`config.mk`:
```
export PLATFORM = sky130hd
export DESIGN_NAME = b3split_cost_pipe
export DESIGN_NICKNAME = d
export VERILOG_FILES = /design/src/hw/rtl/b3split_pkg.sv /design/src/hw/rtl/b3split_cost_pipe.sv
export SDC_FILE = /design/constraint.sdc
export NUM_CORES = 2
export LEC_CHECK = 0
export BUFFER_PORTS_ARGS = -buffer_cell sky130_fd_sc_hd__buf_2
export CAP_MARGIN = 20
export CORE_MARGIN = 8
export CORE_UTILIZATION = 55
export CTS_CLUSTER_SIZE = 24
export DETAILED_ROUTE_END_ITERATION = 10
export GPL_TIMING_DRIVEN = 0
export PLACE_DENSITY = 0.84
export SLEW_MARGIN = 20
export SYNTH_ARGS = -nofsm -noshare
export SYNTH_HDL_FRONTEND = slang
export SYNTH_SLANG_ARGS = --single-unit
```
`constraint.sdc`:
```
create_clock -name clk -period 13.7 [get_ports clk]
set_input_delay 2.74 -clock clk [delete_from_list [all_inputs] [get_ports clk]]
set_output_delay 2.74 -clock clk [all_outputs]
set_load 0.02 [all_outputs]
```
`src/hw/rtl/b3split_pkg.sv`:
```
// ----------------------------------------------------------------------------
// b3split_pkg
// Shared types and constants for the balanced three-way split search.
// ----------------------------------------------------------------------------
package b3split_pkg;

    // Default sizing of the prefix sum store.
    localparam int MAX_LEN_DEF   = 1024;
    localparam int SUM_WIDTH_DEF = 24;

    // Fixed field widths of the item interfaces.
    localparam int SUM_IN_W = 24;
    localparam int CUT_W    = 11;
    localparam int COST_W   = 55;

    // Smallest run that holds a cut pair.
    localparam int MIN_RUN = 3;

    // One loaded item.
    typedef struct packed {
        logic signed [SUM_IN_W-1:0] prefix_sum;
        logic                       is_last;
        logic [COST_W-1:0]          start_bound;
        logic [CUT_W-1:0]           start_first;
        logic [CUT_W-1:0]           start_second;
    } b3split_in_t;

    // One result item.
    typedef struct packed {
        logic [CUT_W-1:0]  first_cut;
        logic [CUT_W-1:0]  second_cut;
        logic [COST_W-1:0] best_cost;
    } b3split_out_t;

    // Sequencer states.
    typedef enum logic [3:0] {
        ST_LOAD,
        ST_T_READ,
        ST_T_WAIT,
        ST_Q_READ,
        ST_Q_WAIT,
        ST_Q_SQUARE,
        ST_Q_CHECK,
        ST_P_RUN,
        ST_DRAIN,
        ST_DONE
    } b3split_state_t;

endpackage

```
`src/hw/rtl/b3split_cost_pipe.sv`:
```
// ----------------------------------------------------------------------------
// b3split_cost_pipe
// Three-stage cost pipeline: part deviations, squares, and the final sum.
// ----------------------------------------------------------------------------
module b3split_cost_pipe #(
    parameter int SUM_WIDTH = b3split_pkg::SUM_WIDTH_DEF,
    parameter int AW        = 10
) (
    input  logic                         clk,
    input  logic                         rst_n,
    input  logic                         in_valid,
    input  logic [SUM_WIDTH-1:0]         sp,
    input  logic [AW-1:0]                p_idx,
    input  logic signed [SUM_WIDTH-1:0]  sq,
    input  logic signed [SUM_WIDTH-1:0]  t,
    input  logic [2*SUM_WIDTH+3:0]       c3,
    output logic                         out_valid,
    output logic [b3split_pkg::COST_W-1:0] cost,
    output logic [AW-1:0]                out_p,
    output logic                         busy
);

    localparam int DW    = SUM_WIDTH + 3;
    localparam int SQW   = 2 * SUM_WIDTH + 4;
    localparam int COSTW = b3split_pkg::COST_W;

    logic signed [DW-1:0]   sp_x;
    logic signed [DW-1:0]   sq_x;
    logic signed [DW-1:0]   t_x;
    logic signed [DW-1:0]   d1_next;
    logic signed [DW-1:0]   d2_next;
    logic signed [2*DW-1:0] prod1;
    logic signed [2*DW-1:0] prod2;
    logic [COSTW-1:0]       cost_next;

    logic                   a_valid_reg;
    logic signed [DW-1:0]   a_d1_reg;
    logic signed [DW-1:0]   a_d2_reg;
    logic [AW-1:0]          a_p_reg;
    logic                   b_valid_reg;
    logic [SQW-1:0]         b_s1_reg;
    logic [SQW-1:0]         b_s2_reg;
    logic [AW-1:0]          b_p_reg;
    logic                   c_valid_reg;
    logic [COSTW-1:0]       c_cost_reg;
    logic [AW-1:0]          c_p_reg;

    // Deviations of the first and middle parts, scaled by three.
    assign sp_x    = DW'($signed(sp));
    assign sq_x    = DW'(sq);
    assign t_x     = DW'(t);
    assign d1_next = (sp_x <<< 1) + sp_x - t_x;
    assign d2_next = ((sq_x - sp_x) <<< 1) + (sq_x - sp_x) - t_x;

    // Squares of both deviations.
    assign prod1 = a_d1_reg * a_d1_reg;
    assign prod2 = a_d2_reg * a_d2_reg;

    // Full cost, including the third part's square for this second cut.
    assign cost_next = COSTW'(b_s1_reg) + COSTW'(b_s2_reg) + COSTW'(c3);

    // Stage valid flags.
    always_ff @(posedge clk or negedge rst_n)
    begin
        if (!rst_n)
        begin
            a_valid_reg <= 1'b0;
            b_valid_reg <= 1'b0;
            c_valid_reg <= 1'b0;
        end
        else
        begin
            a_valid_reg <= in_valid;
            b_valid_reg <= a_valid_reg;
            c_valid_reg <= b_valid_reg;
        end
    end

    // Stage data.
    always_ff @(posedge clk)
    begin
        a_d1_reg   <= d1_next;
        a_d2_reg   <= d2_next;
        a_p_reg    <= p_idx;
        b_s1_reg   <= prod1[SQW-1:0];
        b_s2_reg   <= prod2[SQW-1:0];
        b_p_reg    <= a_p_reg;
        c_cost_reg <= cost_next;
        c_p_reg    <= b_p_reg;
    end

    assign out_valid = c_valid_reg;
    assign cost      = c_cost_reg;
    assign out_p     = c_p_reg;
    assign busy      = a_valid_reg | b_valid_reg | c_valid_reg;

endmodule

```
# == Word level (Yosys, flattened, before mapping) ==
# Cells that the tools add are included.
# word_totals
register_bits,245
out_inout_bits,67
word_cells,22
# op_classes
add_sub_neg,7
mul,2
n_bitwise,2
# op_table
cell,count
$mul A27 B27 Y52,2
$add A53 B52 Y54,1
$add A52 B52 Y53,1
$add A26 B25 Y27,1
$sub A26 B24 Y27,1
$sub A27 B24 Y27,1
$add A25 B24 Y26,1
$sub A24 B24 Y25,1
$or A1 B1 Y1,2

# == Depth between registers and ports, before layout ==
# depth
ltp_word,3
ltp_mapped,29
ltp_nobuf,28

# == Worst setup path before layout ==
# No wires, ideal clock.
# synth_path
kind,input port to flip-flop
startpoint,input port sp[1]
endpoint,register a_d2_reg[26]
setup_ns,0.072
t_arrival_ns,7.100
required_time_ns,13.628
setup_slack_ns,6.528
stages,23
path_buffers,0
cell_sequence,inv_1 > ha_1 > nor2b_1 > o2111ai_1 > a31oi_1 > o31ai_1 > a211oi_1 > a21o_1 > a21oi_1 > xor2_1 > fa_1 > inv_1 > ha_1 > a21o_1 > a21o_1 > a21o_1 > a211oi_1 > o21ai_0 > a21oi_1 > o2111ai_1 > a21oi_1 > xnor2_1 > xnor2_1
# synth_via
elab_chain_len,3
# synth_lines
element,line,rtl
"start, declared",b3split_cost_pipe.sv:12,"input logic [SUM_WIDTH-1:0] sp,"
$sub A24 B24 Y25,b3split_cost_pipe.sv:53,assign d2_next = ((sq_x - sp_x) <<< 1) + (sq_x - sp_x) - t_x;
$add A26 B25 Y27,b3split_cost_pipe.sv:53,
$sub A27 B24 Y27,b3split_cost_pipe.sv:53,
via d2_next[26],b3split_cost_pipe.sv:31,logic signed [DW-1:0] d2_next;
"end signal, assigned",b3split_cost_pipe.sv:83,a_d2_reg <= d2_next;
"end, declared",b3split_cost_pipe.sv:38,logic signed [DW-1:0] a_d2_reg;
# The timed path passes the listed nets, and every way through them passes these cells.

# == Worst setup path in the final report ==
# layout_path
startpoint,register a_d1_reg[4]
endpoint,register b_s1_reg[50]
# layout_via
elab_chain_len,1
# layout_lines
element,line,rtl
"start, declared",b3split_cost_pipe.sv:37,logic signed [DW-1:0] a_d1_reg;
"start signal, assigned",b3split_cost_pipe.sv:82,a_d1_reg <= d1_next;
$mul A27 B27 Y52,b3split_cost_pipe.sv:56,assign prod1 = a_d1_reg * a_d1_reg;
via prod1[50],b3split_cost_pipe.sv:32,logic signed [2*DW-1:0] prod1;
"end signal, assigned",b3split_cost_pipe.sv:85,b_s1_reg <= prod1[SQW-1:0];
"end, declared",b3split_cost_pipe.sv:41,logic [SQW-1:0] b_s1_reg;
# The timed path passes the listed nets, and every way through them passes these cells.

==> flow_summary_export.csv <==
group,metric,value,unit
run_status,status,"complete, no violations",
sta,setup_viol,0,
drt,wl_per_cell,22.11,um
drt,vias,43960,
yosys,netlist_top_cells_count,"inv_1, fa_1, nand2_1, ha_1, and2_1",
yosys,syn-cell-area,0.05985,mm2
sta,fmax,101.7,MHz
drt,first_pass_iters,7,
final_layout,utilization,58.55,%
setup_path,cp_data_arrival_time,10.27,ns
final_layout,layout.nets,8597,
yosys,ys_top_cells_by_area,"fa_1, inv_1, ha_1, dfxtp_1, nand2_1",
drt,ant_nets,0,
place,gp_congestion,1.016,
clock_tree,cts_sinks,243,
floorplanning,core,0.1084,mm2
sta,worst_clock_skew,0.03696,ns
clock_tree,clockBufferDepth,3,
yosys,synth_most_common_cell,"inv_1",
clock_tree,hold_buffers,0,
grt,grt_antenna_before_repair,15,
sta,grt_setup_unrepaired,"false",
yosys,syn_inst,6294,
clock_tree,cts_setup_buffers,0,
grt,grt_pass1_wl,275900,um
drt,wl_met2,78610,um
clock_tree,cts_tree,"done",
clock_tree,cts.repair.resized,0,
yosys,yosysTopAreaCell,"fa_1",
yosys,synth_edf_count,0,
clock_tree,clock_latency,0.59,ns
floorplanning,die_w,345.9,um
sta,whs,0.3276,ns
place,dpl.hpwl,149100,um
sta,min_period,9.834,ns
final_layout,regArea,0.004880,mm2
clock_tree,cts.clk_slew.worst_paths,0.07,ns
grt,grtUsageTotal,29.94,%
sta,min_period_over_period,71.78,%
drt,drc_errors,0,
setup_path,cp_slowest_cell,"a311oi_1",
yosys,ys_ff_latch,243,
setup_path,crit_top_cell,"fa_1",
yosys,synth_cell_type_count,85,
floorplanning,rows,121,
setup_path,crit_required,14.13,ns
yosys,async_reset_ff_share,1.235,%
sta,relSlewSlack,23.10,%
place,port_buffers,202,
floorplanning,start_util,55.21,%
sta,drv_slew,0,
drt,routed-wl-met3,20900,um
final_layout,final.fill_count,9145,
final_layout,area_delta_synth_final,6.040,%
floorplanning,ios,204,
setup_path,worstSetupStartpointType,"register",
floorplanning,die_area,0.1196,mm2
flow_run,drv_cap,0,
setup_path,cpPeakStageDelay,0.80,ns
grt,grt_pass1_vias,48530,
final_layout,multiInputGateArea,0.04722,mm2
drt,top_layer,"met5",
setup_path,critPathBufInv,5,
setup_path,cp-end-kind,"register",
clock_tree,cts_root_buf,"clkbuf_16",
yosys,synth_warnings,0,
setup_path,crit_type,"register to register",
setup_path,crit_chain,"clkbuf_1 -> clkbuf_1 -> nand2_1 -> fa_1 -> fa_1 -> fa_1 -> fa_1 -> inv_1 -> fa_1 -> fa_1 -> inv_1 -> fa_1 -> inv_1 -> ha_1 -> a21o_1 -> a21o_1 -> a21oi_1 -> nand2_1 -> a311oi_1 -> o21ai_1 -> a31oi_2 -> o221ai_1 -> a211o_1 -> o311a_1",
final_layout,drive_gt1_share,4.358,%
sta,fin_ws,3.866,ns
clock_tree,htreeDepth,1,
yosys,synth_top_area_share,49.20,%
sta,worst_pin_slew,1.153,ns
place,pre_cts_ws,4.187,ns
sta,setup_tns,0,ns
yosys,syn_area_per_cell,9.509,um2
drt,avgViaCountPerCell,5.520,
drt,met1_length,67190,um
setup_path,cp_top_family,"adder cells",
grt,grt_max_degree,15,
hold_path,hold_path_class,"register to register",
clock_tree,cts_made_buffers,25,
floorplanning,die_h,345.9,um
yosys,yosysSeqAreaShare,8.153,%
drt,wl,176100,um
grt,overflow,0,
final_layout,largest_reg_flops,54,
setup_path,crit_path_max_fanout,10,
yosys,ys.flop_type,"dfxtp_1",
sta,hold_violations,0,
drt,drt-initial-drc-count,3879,
layout by cell type (no fill, tap or decap), types with 7 or more instances in the layout:
master and count:
nand4_1 13, o2111ai_1 10, nand2b_1 44, ha_1 465, o21ai_1 11, buf_2 203
nor2b_1 26, dfxtp_1 240, a221oi_1 7, o21a_1 29, clkbuf_1 161, nor3_1 33
diode_2 12, a21boi_0 8, and3_1 25, fa_1 1471, o21bai_1 23, a21o_1 118
a211o_1 11, o31ai_1 7, and2_1 262, clkbuf_16 25, nand2_1 479, o211ai_1 10
inv_1 1901, xnor2_1 182, o21ai_0 99, or3_1 11, a211oi_1 19, nand3_1 37
xor2_1 57, a21oi_1 178, a31oi_1 23, nor2_1 219
final cells by class:
cell class | count | area share [%]
Sequential cell | 243 | 7.689
Tap cell | 1414 | 2.788
Multi-Input combinational cell | 3984 | 74.40
Clock buffer | 30 | 1.047
Antenna cell | 12 | 0.04732
Buffer | 161 | 0.9601
Timing Repair Buffer | 202 | 1.593
Clock inverter | 12 | 0.1991
Inverter | 1907 | 11.28
layer usage:
metal,GRT usage (%),vias to the layer above
met4,12.61,12
met3,9.309,562
met2,46.89,2497
met5,0,-
met1,38.58,22000
li1,-,18890
final timing paths:
path	startpoint	cells after the start	slack, ns	end
worst max-delay path	a_d1_reg[4]	24	3.87	b_s1_reg[50]
worst min-delay path	b_p_reg[1]	0	0.33	out_p[1]
worst max register to register	a_d1_reg[4]	24	3.87	b_s1_reg[50]
worst min register to register	b_p_reg[1]	0	0.33	out_p[1]
max in group asynchronous	rst_n	1	11.67	a_valid_reg
min in group asynchronous	rst_n	1	1.93	b_valid_reg
worst reg2reg max path, cell delays in order (launching register included):
cell and delay, ns:
dfxtp_1 0.62, clkbuf_1 0.76, clkbuf_1 0.68, nand2_1 0.17
fa_1 0.57, fa_1 0.53, fa_1 0.53, fa_1 0.51
inv_1 0.05, fa_1 0.52, fa_1 0.51, inv_1 0.05
fa_1 0.60, inv_1 0.07, ha_1 0.36, a21o_1 0.21
a21o_1 0.16, a21oi_1 0.32, nand2_1 0.18, a311oi_1 0.80
o21ai_1 0.36, a31oi_2 0.37, o221ai_1 0.24, a211o_1 0.35
o311a_1 0.14
through the flow:
step           instances  cell area (um2)
2_1_floorplan       6295            59850
3_3_place_gp        7911            62630
3_5_place_dp        7911            62640
4_1_cts             7953            63430
5_1_grt             7954            63440
6_report            7965            63460
cell families after synthesis:
logic type / Yosys count / share of synthesized area [%]
buf+inv: 2068 / 12.98
fa+ha+maj: 1936 / 58.93
simple gates: 1177 / 9.309
compound gates: 627 / 7.089
flops: 243 / 8.153
xor+xnor: 239 / 3.498
other cells: 2 / 0.01255
mux: 2 / 0.03345
Power is left out: the tool's default activity adds up to more than one toggle a clock period on the data nets, which glitch-free logic cannot reach.
